File: src/rtl/adic_pkg.sv
// Package for the analog/digital input classifier: word types, register indexes, status codes
`timescale 1ns / 1ps

package adic_pkg;

    // fixed field widths
    localparam int SAMPLE_BITS = 12;
    localparam int LEVEL_BITS  = 12;
    localparam int MASK_BITS   = 16;
    localparam int CHAN_BITS   = 4;
    localparam int CFG_IDX_W   = 3;
    localparam int CFG_DATA_W  = 16;

    // configuration register indexes
    localparam logic [CFG_IDX_W-1:0] REG_ON_LEVEL     = 3'd0;
    localparam logic [CFG_IDX_W-1:0] REG_OPEN_LEVEL   = 3'd1;
    localparam logic [CFG_IDX_W-1:0] REG_SHORT_LEVEL  = 3'd2;
    localparam logic [CFG_IDX_W-1:0] REG_DIGITAL_MASK = 3'd3;
    localparam logic [CFG_IDX_W-1:0] REG_ANALOG_MASK  = 3'd4;

    // reset values of the levels
    localparam logic [LEVEL_BITS-1:0] ON_LEVEL_RST    = 12'd950;
    localparam logic [LEVEL_BITS-1:0] OPEN_LEVEL_RST  = 12'd300;
    localparam logic [LEVEL_BITS-1:0] SHORT_LEVEL_RST = 12'd2000;

    // channel status codes
    localparam logic [1:0] CODE_ON    = 2'd0;
    localparam logic [1:0] CODE_OFF   = 2'd1;
    localparam logic [1:0] CODE_FAULT = 2'd3;

    typedef struct packed {
        logic [CHAN_BITS-1:0]   channel;
        logic [SAMPLE_BITS-1:0] sample;
        logic                   scan_end;
        logic [MASK_BITS-1:0]   change_ack;
    } item_word_t;

    typedef struct packed {
        logic                   is_on;
        logic                   is_open;
        logic                   is_short;
        logic                   is_fault;
        logic                   changed_now;
        logic [1:0]             status_code;
        logic [MASK_BITS-1:0]   on_mask;
        logic [MASK_BITS-1:0]   short_mask;
        logic [MASK_BITS-1:0]   open_mask;
        logic [MASK_BITS-1:0]   fault_mask;
        logic [MASK_BITS-1:0]   change_mask;
        logic [2*MASK_BITS-1:0] packed_codes;
    } result_word_t;

    function automatic logic [1:0] code_of(input logic on, input logic fault);
        logic [1:0] code;
        if (fault)
            code = CODE_FAULT;
        else if (on)
            code = CODE_ON;
        else
            code = CODE_OFF;
        return code;
    endfunction

endpackage

File: src/rtl/analog_digital_input_classifier.sv
// Top level: per-channel on/break/short classification with scan masks and sticky changes
// An accepted word is held in the input register, and its result in the result register.
// Throughput: one word per cycle while not stalled; the held per-channel flags and masks are
// updated as a word moves from the input register into the result register.
// Reset (rst_n low, asynchronous): levels to 950/300/2000, channel masks, held flags,
// accumulated and published masks and sticky changes to zero; both registers empty.
`timescale 1ns / 1ps

module analog_digital_input_classifier
    import adic_pkg::*;
#(
    parameter int CHANNELS = 16
)
(
    input  logic                  clk,
    input  logic                  rst_n,
    input  logic                  cfg_write,
    input  logic [CFG_IDX_W-1:0]  cfg_index,
    input  logic [CFG_DATA_W-1:0] cfg_data,
    input  logic                  item_valid,
    output logic                  item_stall,
    input  item_word_t            item,
    output logic                  result_valid,
    input  logic                  result_stall,
    output result_word_t          result
);

    // configuration registers
    logic [LEVEL_BITS-1:0] on_level_reg;
    logic [LEVEL_BITS-1:0] open_level_reg;
    logic [LEVEL_BITS-1:0] short_level_reg;
    logic [CHANNELS-1:0]   digital_reg;
    logic [CHANNELS-1:0]   analog_reg;

    // pipeline registers
    logic         item_valid_reg;
    item_word_t   item_reg;
    logic         result_valid_reg;
    result_word_t result_reg;

    // channel state
    logic [CHANNELS-1:0] held_on_reg,    held_on_next;
    logic [CHANNELS-1:0] held_fault_reg, held_fault_next;
    logic [CHANNELS-1:0] acc_on_reg,     acc_on_next;
    logic [CHANNELS-1:0] acc_short_reg,  acc_short_next;
    logic [CHANNELS-1:0] acc_open_reg,   acc_open_next;
    logic [CHANNELS-1:0] acc_fault_reg,  acc_fault_next;
    logic [CHANNELS-1:0] pub_on_reg,     pub_on_next;
    logic [CHANNELS-1:0] pub_short_reg,  pub_short_next;
    logic [CHANNELS-1:0] pub_open_reg,   pub_open_next;
    logic [CHANNELS-1:0] pub_fault_reg,  pub_fault_next;
    logic [CHANNELS-1:0] sticky_reg,     sticky_next;

    logic                 result_free;
    logic                 advance;
    logic [MASK_BITS-1:0] sel_all;
    logic [CHANNELS-1:0]  sel;
    logic [CHANNELS-1:0]  hit;
    logic                 proc;
    logic                 on_raw;
    logic                 brk;
    logic                 sht;
    logic                 on_now;
    logic                 flt_now;
    logic                 old_on;
    logic                 old_flt;
    logic                 chg;
    logic                 new_on;
    logic                 new_flt;
    logic [2*MASK_BITS-1:0] codes;
    result_word_t         result_next;

    // handshake
    assign result_free  = !result_valid_reg || !result_stall;
    assign advance      = item_valid_reg && result_free;
    assign item_stall   = item_valid_reg && !result_free;
    assign result_valid = result_valid_reg;
    assign result       = result_reg;

    // configuration writes
    always_ff @(posedge clk or negedge rst_n)
    begin
        if (!rst_n)
        begin
            on_level_reg    <= ON_LEVEL_RST;
            open_level_reg  <= OPEN_LEVEL_RST;
            short_level_reg <= SHORT_LEVEL_RST;
            digital_reg     <= '0;
            analog_reg      <= '0;
        end
        else if (cfg_write)
        begin
            unique case (cfg_index)
                REG_ON_LEVEL:     on_level_reg    <= cfg_data[LEVEL_BITS-1:0];
                REG_OPEN_LEVEL:   open_level_reg  <= cfg_data[LEVEL_BITS-1:0];
                REG_SHORT_LEVEL:  short_level_reg <= cfg_data[LEVEL_BITS-1:0];
                REG_DIGITAL_MASK: digital_reg     <= cfg_data[CHANNELS-1:0];
                REG_ANALOG_MASK:  analog_reg      <= cfg_data[CHANNELS-1:0];
                default:          ;
            endcase
        end
    end

    // channel select; a channel at or beyond CHANNELS selects nothing
    assign sel_all = MASK_BITS'(1) << item_reg.channel;
    assign sel     = sel_all[CHANNELS-1:0];
    assign proc    = |(sel & digital_reg & ~analog_reg);
    assign hit     = proc ? sel : '0;

    // window comparisons
    assign on_raw  = item_reg.sample >= on_level_reg;
    assign brk     = item_reg.sample <= open_level_reg;
    assign sht     = item_reg.sample >= short_level_reg;
    assign on_now  = on_raw && !sht;
    assign flt_now = brk || sht;

    // held values of the addressed channel
    assign old_on  = |(held_on_reg & sel);
    assign old_flt = |(held_fault_reg & sel);
    assign chg     = proc && ((on_now != old_on) || (flt_now != old_flt));
    assign new_on  = proc ? on_now : old_on;
    assign new_flt = proc ? flt_now : old_flt;

    // state next values
    always_comb
    begin
        held_on_next    = (held_on_reg & ~hit) | (on_now ? hit : '0);
        held_fault_next = (held_fault_reg & ~hit) | (flt_now ? hit : '0);
        acc_on_next     = acc_on_reg | (on_now ? hit : '0);
        acc_short_next  = acc_short_reg | (sht ? hit : '0);
        acc_open_next   = acc_open_reg | (brk ? hit : '0);
        acc_fault_next  = acc_fault_reg | (flt_now ? hit : '0);
        pub_on_next     = pub_on_reg;
        pub_short_next  = pub_short_reg;
        pub_open_next   = pub_open_reg;
        pub_fault_next  = pub_fault_reg;
        sticky_next     = (sticky_reg & ~item_reg.change_ack[CHANNELS-1:0])
                          | (chg ? sel : '0);
        if (item_reg.scan_end)
        begin
            pub_on_next    = acc_on_next;
            pub_short_next = acc_short_next;
            pub_open_next  = acc_open_next;
            pub_fault_next = acc_fault_next;
            acc_on_next    = '0;
            acc_short_next = '0;
            acc_open_next  = '0;
            acc_fault_next = '0;
        end
    end

    // packed status codes from the updated held values
    for (genvar g = 0; g < MASK_BITS; g++)
    begin : g_codes
        if (g < CHANNELS)
        begin : g_live
            assign codes[2*g +: 2] = code_of(held_on_next[g], held_fault_next[g]);
        end
        else
        begin : g_unused
            assign codes[2*g +: 2] = 2'b00;
        end
    end

    // result word
    always_comb
    begin
        result_next.is_on        = new_on;
        result_next.is_open      = proc && brk;
        result_next.is_short     = proc && sht;
        result_next.is_fault     = new_flt;
        result_next.changed_now  = chg;
        result_next.status_code  = code_of(new_on, new_flt);
        result_next.on_mask      = MASK_BITS'(pub_on_next);
        result_next.short_mask   = MASK_BITS'(pub_short_next);
        result_next.open_mask    = MASK_BITS'(pub_open_next);
        result_next.fault_mask   = MASK_BITS'(pub_fault_next);
        result_next.change_mask  = MASK_BITS'(sticky_next);
        result_next.packed_codes = codes;
    end

    // valid flags and channel state
    always_ff @(posedge clk or negedge rst_n)
    begin
        if (!rst_n)
        begin
            item_valid_reg   <= 1'b0;
            result_valid_reg <= 1'b0;
            held_on_reg      <= '0;
            held_fault_reg   <= '0;
            acc_on_reg       <= '0;
            acc_short_reg    <= '0;
            acc_open_reg     <= '0;
            acc_fault_reg    <= '0;
            pub_on_reg       <= '0;
            pub_short_reg    <= '0;
            pub_open_reg     <= '0;
            pub_fault_reg    <= '0;
            sticky_reg       <= '0;
        end
        else
        begin
            if (!item_stall)
                item_valid_reg <= item_valid;
            if (result_free)
                result_valid_reg <= item_valid_reg;
            if (advance)
            begin
                held_on_reg    <= held_on_next;
                held_fault_reg <= held_fault_next;
                acc_on_reg     <= acc_on_next;
                acc_short_reg  <= acc_short_next;
                acc_open_reg   <= acc_open_next;
                acc_fault_reg  <= acc_fault_next;
                pub_on_reg     <= pub_on_next;
                pub_short_reg  <= pub_short_next;
                pub_open_reg   <= pub_open_next;
                pub_fault_reg  <= pub_fault_next;
                sticky_reg     <= sticky_next;
            end
        end
    end

    // payload registers
    always_ff @(posedge clk)
    begin
        if (!item_stall && item_valid)
            item_reg <= item;
        if (advance)
            result_reg <= result_next;
    end

endmodule

File: config.mk
export PLATFORM = sky130hd
export DESIGN_NAME = analog_digital_input_classifier
export DESIGN_NICKNAME = d
export VERILOG_FILES = /design/src/rtl/adic_pkg.sv /design/src/rtl/analog_digital_input_classifier.sv
export SDC_FILE = /design/constraint.sdc
export NUM_CORES = 1
export LEC_CHECK = 0
export ABC_AREA = 1
export ABC_CLOCK_PERIOD_IN_PS = 6940
export BUFFER_PORTS_ARGS = -buffer_cell sky130_fd_sc_hd__buf_2
export CORE_MARGIN = 2
export CORE_UTILIZATION = 45
export CTS_BUF_LIST = sky130_fd_sc_hd__clkbuf_16
export CTS_CLUSTER_DIAMETER = 30
export DETAILED_ROUTE_END_ITERATION = 8
export GPL_TIMING_DRIVEN = 0
export HOLD_SLACK_MARGIN = 0.08
export PLACE_DENSITY = 0.73
export SYNTH_ARGS = -nofsm -noshare
export SYNTH_HDL_FRONTEND = slang
export SYNTH_SLANG_ARGS = --single-unit
File: constraint.sdc
create_clock -name clk -period 6.94 [get_ports clk]
set_input_delay 1.388 -clock clk [delete_from_list [all_inputs] [get_ports clk]]
set_output_delay 1.388 -clock clk [all_outputs]
set_load 0.005 [all_outputs]
# --- Word-level counts from Yosys, hierarchy flattened ---
# Cells that the tools add are included.
classes:
  reduce_logical: 24
  shifts: 1
  muxes: 33
  n_eq_ne: 6
  order_cmp: 3
  bitwise_logic: 17
op_table:
  columns: ["cell", "count"]
  rows:
  - ["two-way mux 16 bit", 14]
  - ["bitwise AND 16 bit", 7]
  - ["bitwise OR 16 bit", 7]
  - ["inverter 16 bit", 3]
  - ["OR reduction 16 bit", 3]
  - ["greater-or-equal comparator 12 bit", 2]
  - ["two-way mux 1 bit", 19]
  - ["left shift 1 x 4 -> 16 bit (first input constant)", 1]
  - ["less-or-equal comparator 12 bit", 1]
  - ["AND reduction 2 bit", 5]
  - ["logical AND 1 bit", 7]
  - ["== test 3 x 2 -> 1 bit (second input constant)", 2]
  - ["logical NOT 1 bit", 5]
  - ["== test 3 x 1 -> 1 bit (second input constant)", 1]
  - ["== test 3 bit (second input constant)", 1]
  - ["logical NOT 3 bit", 1]
  - ["logical OR 1 bit", 3]
  - ["inequality test 1 bit", 2]
totals:
  inputBits: 57
  out_inout_bits: 121
  elab_cells: 133
  ff_bits: 398

# --- Logic depth before layout (Yosys ltp) ---
logic_depth:
  ltp_word: 9
  depth_mapped: 19
  mapped_depth_nobuf: 18

# --- Worst setup path before layout ---
# OpenSTA, ideal clock, no wires.
synth_path:
  path_kind: "in2reg"
  startpoint: "in result_stall"
  endpoint: "reg result_reg, in the netlist result[0] (enable)"
  cell_stages: 5
  setup_ns: 0.529
  path_slack_ns: 1.054
  arrival_ns: 5.357
  path_buffers: 2
  t_required_ns: 6.411
  cell_sequence: "nand2_1 -> nand2_1 -> inv_1 -> clkbuf_1 -> buf_1"
synth_via:
  elab_chain_cells: 3
synth_rtl:
  columns: ["element", "line", "text"]
  rows:
  - ["start, declared", "analog_digital_input_classifier.sv:24", "input logic result_stall,"]
  - ["logical NOT 1 bit", "analog_digital_input_classifier.sv:74", "assign result_free = !result_valid_reg || !result_stall;"]
  - ["logical OR 1 bit", "analog_digital_input_classifier.sv:74", null]
  - ["logical AND 1 bit", "analog_digital_input_classifier.sv:75", "assign advance = item_valid_reg && result_free;"]
  - ["via advance", "analog_digital_input_classifier.sv:55", "logic advance;"]
  - ["end signal, assigned", "analog_digital_input_classifier.sv:230", "result_reg <= result_next;"]
  - ["end, declared", "analog_digital_input_classifier.sv:39", "result_word_t result_reg;"]
# The timed path passes the listed nets, and every way through them passes these cells.
# A chain may end at the register's enable or synchronous reset.

# --- Worst setup path after layout ---
layout_path:
  startpoint: "in result_stall"
  endpoint: "reg result_reg, in the netlist result[59] (enable)"
# The elaborated chain is that of the path after synthesis.

==> results by group <==
Layout
  – Final instance area: around 22000 µm²
  – Fin cells: 2740
  – Number of flip-flops in the largest register: ~120
  – Fillers: 3239
  – Multi-input gate area: around 5400 µm²
  – ANT cells: 0
  – # nets final: between 2000 and 2500
  – Syn-to-layout area delta: 26.19%
  – Register area: between 10000 and 15000 µm²
  – Share of cells above drive strength 1: ~17%

Placement
  – Placed Area: between 15000 and 20000 µm²
  – Hpwl dp: ~34000 µm
  – Routability cong.: approximately 0.94
  – Placed cells: 2583
  – I/O Buffers: between 150 and 200

Yosys
  – Mapped Cells: 1883
  – Syn Area/Cell: just over 9 µm²
  – Most frequent cell after synthesis: nand2_1
  – List of most frequent post-synthesis cells: 578 x nand2_1, 277 x o21ai_0, 254 x inv_1, 229 x dfrtp_1, 152 x edfxtp_1
  – Count of cell types in the netlist: 32
  – Synth area leader: dfrtp_1
  – Post-synth design cell area: between 15000 and 20000 µm²
  – Sequential share of the synthesized area: roughly 62%
  – Post-synth EDFFs: roughly 150
  – Top cell type's share of synthesized area: about 33%
  – Syn. warnings: 0
  – Yosys reg bits: approximately 400
  – Syn Nets: ~2000
  – Synth top area cells: dfrtp_1 33%, edfxtp_1 26%, nand2_1 12%
  – Synth Flop Type: dfrtp_1
  – FFs w/ async S/R, synth: roughly 62%

Clocking
  – Post-CTS Setup Inserts: 0
  – Skew-Pair Late Insertion Delay: between 0.6 and 0.7 ns
  – CTS tree: yes
  – Worst-path clk slew: 0.04 ns
  – CTS sink count: between 300 and 400
  – CTS H-Tree Depth: 3
  – Clk buf depth: 3
  – CTS buffer count: 83
  – Hold Buf Count CTS: 0
  – CTS root buffer: clkbuf_16
  – CTS resizes: 0

Power
  – VDD IR max: 0.2402 mV
  – Logic pwr share: between 10% and 20%
  – Pwr Total: a little over 8000 µW
  – P per Cell Area: roughly 370 nW/µm²
  – Leakage Power: just over 0.01 µW
  – Switch share: approximately 28%
  – Reg power frac: between 30% and 40%
  – NetSw: 2302 µW
  – Internal: between 5000 and 6000 µW
  – Clk network pwr share: just under 50%

Job
  – Max-cap violation count: 0

Outcome
  – Status: complete, no violations

Critical path
  – Sum of buffers and inverters on the critical path: 6
  – Critical Path Fanout Max: 43
  – CP required: 7.20 ns
  – CP Data Arrival Time: ~3.6 ns
  – Worst Reg-to-Reg Cells: 11
  – Worst R2R End: result[112]
  – Crit. End Element: flip-flop
  – Worst setup SP type: input port
  – Reg-to-reg setup timing slack: about 3.6 ns
  – CP Cell Sequence: buf_2 -> nand2_1 -> nand2_1 -> inv_1 -> clkbuf_1 -> buf_2 -> buf_12 -> buf_12
  – Crit path largest cell delay: around 0.60 ns
  – Crit path max-delay cell type: clkbuf_1
  – Worst Setup Path Type: in -> reg
  – Cell family with most CP delay: buffers and inverters
  – Launch point of the worst reg-to-reg path: item_reg[29]

Routing
  – DRT Wirelength: around 49000 µm
  – Pre-antenna DRT Iters: 7
  – Drt initial violations: 1308
  – Via Count: roughly 14000
  – Via density: roughly 5.2
  – Wire per inst: around 18 µm
  – Met1 WL: ~20000 µm
  – Routed length on met2: around 23000 µm
  – Residual DRC: 0
  – Antenna viol nets, final: 0
  – Top sig layer: met4
  – Met3 Wirelength: 3656 µm

Global route
  – First-pass GRT wire length: about 77000 µm
  – Initial antenna violation count: 0
  – Grt ovf: 0
  – GRT Total Usage: approximately a quarter
  – Vias in the first global route: around 14000
  – Largest net degree at the start of global routing: 85

Timing
  – Final Hold Vio Count: 0
  – Final number of setup-violating endpoints: 0
  – Tmin final: 3.354 ns
  – Relative slew slack: between 30% and 40%
  – Worst Skew: roughly 0.03 ns
  – Least-Margin Pin Slew: between 0.9 and 1 ns
  – Pins Over Slew Limit: 0
  – RSZ-0062 raised after global routing: false
  – Final period util: between 40 and 50%
  – Max Clk Rate: just under 0.3 GHz
  – Hold Slack: between 0.4 and 0.5 ns

Min path
  – Min-Delay Path Class: reg -> reg
  – Hold_sp: on_level_reg[10]
  – Hold path cells: 2
  – Hold worst-path end: on_level_reg[10]

Floorplanning
  – Die Y: 201.0 µm
  – Horiz. Die Dim: ~200 µm
  – Initial Util: between 40 and 50%
  – Core area: 38470 µm²
  – Num rows: slightly above 70
  – Die area: a little over 40000 µm²
  – I/O pin total: approximately 180
==> worst register-to-register path, delay by kind of cell, from the launching register on <==
kind	cells	cell delay, ns
AND/OR/NAND/NOR	8	1.94
buffers and inverters	2	0.38
flip-flops	1	0.58
AO/OA/AOI/OAI	1	0.18
==> power groups by stage <==
stage	sequential, µW	combinational (µW)	clock (µW)
finish	3010	1140	4040
global route	3040	1280	4220
CTS	3010	1130	4100
detailed placement	3040	1110	0
global placement	3050	1070	0
floorplan	3000	649	0
==> cell families after synthesis <==
group	synth area share [%]
and+or+nand+nor	17.48
DFF	61.51
AOI/OAI and AO/OA	10.78
buffers and inverters	7.652
adders and majority gates	2.579
==> through the flow <==
step	setup slack, ns	setup TNS [ns]	util [%]
6_report	3.586	0	57.29
5_1_grt	3.428	0	57.29
3_5_place_dp	3.016	0	49.71
4_1_cts	3.585	0	57.24
2_1_floorplan	1.054	0	-
3_3_place_gp	-1.045	-129.72	49.39
==> layout by cell type (no fill, tap or decap), types with 12 or more instances in the layout <==
cell type  instances
ha_1              36
buf_2            183
o21ai_0          277
nand2_1          578
nor2_1            55
nand4_1           23
nand3_1           67
inv_1            263
clkbuf_1          52
o21bai_1          17
dfstp_2           17
edfxtp_1         152
bufinv_16         12
buf_1             17
a21oi_1           45
clkbuf_16         86
clkinv_2          14
dfrtp_1          229
a21boi_0          16
==> how the worst max path moves through the flow <==
| stage | start | to | slack [ns] | cells past startpoint |
|---|---|---|---|---|
| after global routing | short_level_reg[7] | pub_on_reg[14] | 3.43 | 14 |
| final | result_stall | result[59] | 3.59 | 8 |
| after global placement | result_stall | result[101] | -1.04 | 6 |
| after detailed placement | result_stall | result[99] | 3.02 | 8 |
| after CTS | item_reg[29] | result[112] | 3.58 | 11 |
| after floorplan | result_stall | result[0] | 1.05 | 5 |
==> routing by layer <==
layer  up-vias  global-route usage (%)
met2       589                   39.24
met3       122                   4.399
met4         0                   10.71
li1       6677                       -
met1      6789                   33.37
met5         -                       0
==> layout make-up <==
cell class,count,area share [%]
timing repair buffer,183,4.678
clock inverter,70,3.367
multi-input combinational,1137,24.44
inverter,267,4.548
sequential,398,48.74
clock buffer,86,9.765
buffer,81,1.522
tap,518,2.941
Power figures use the tool's default switching activity.
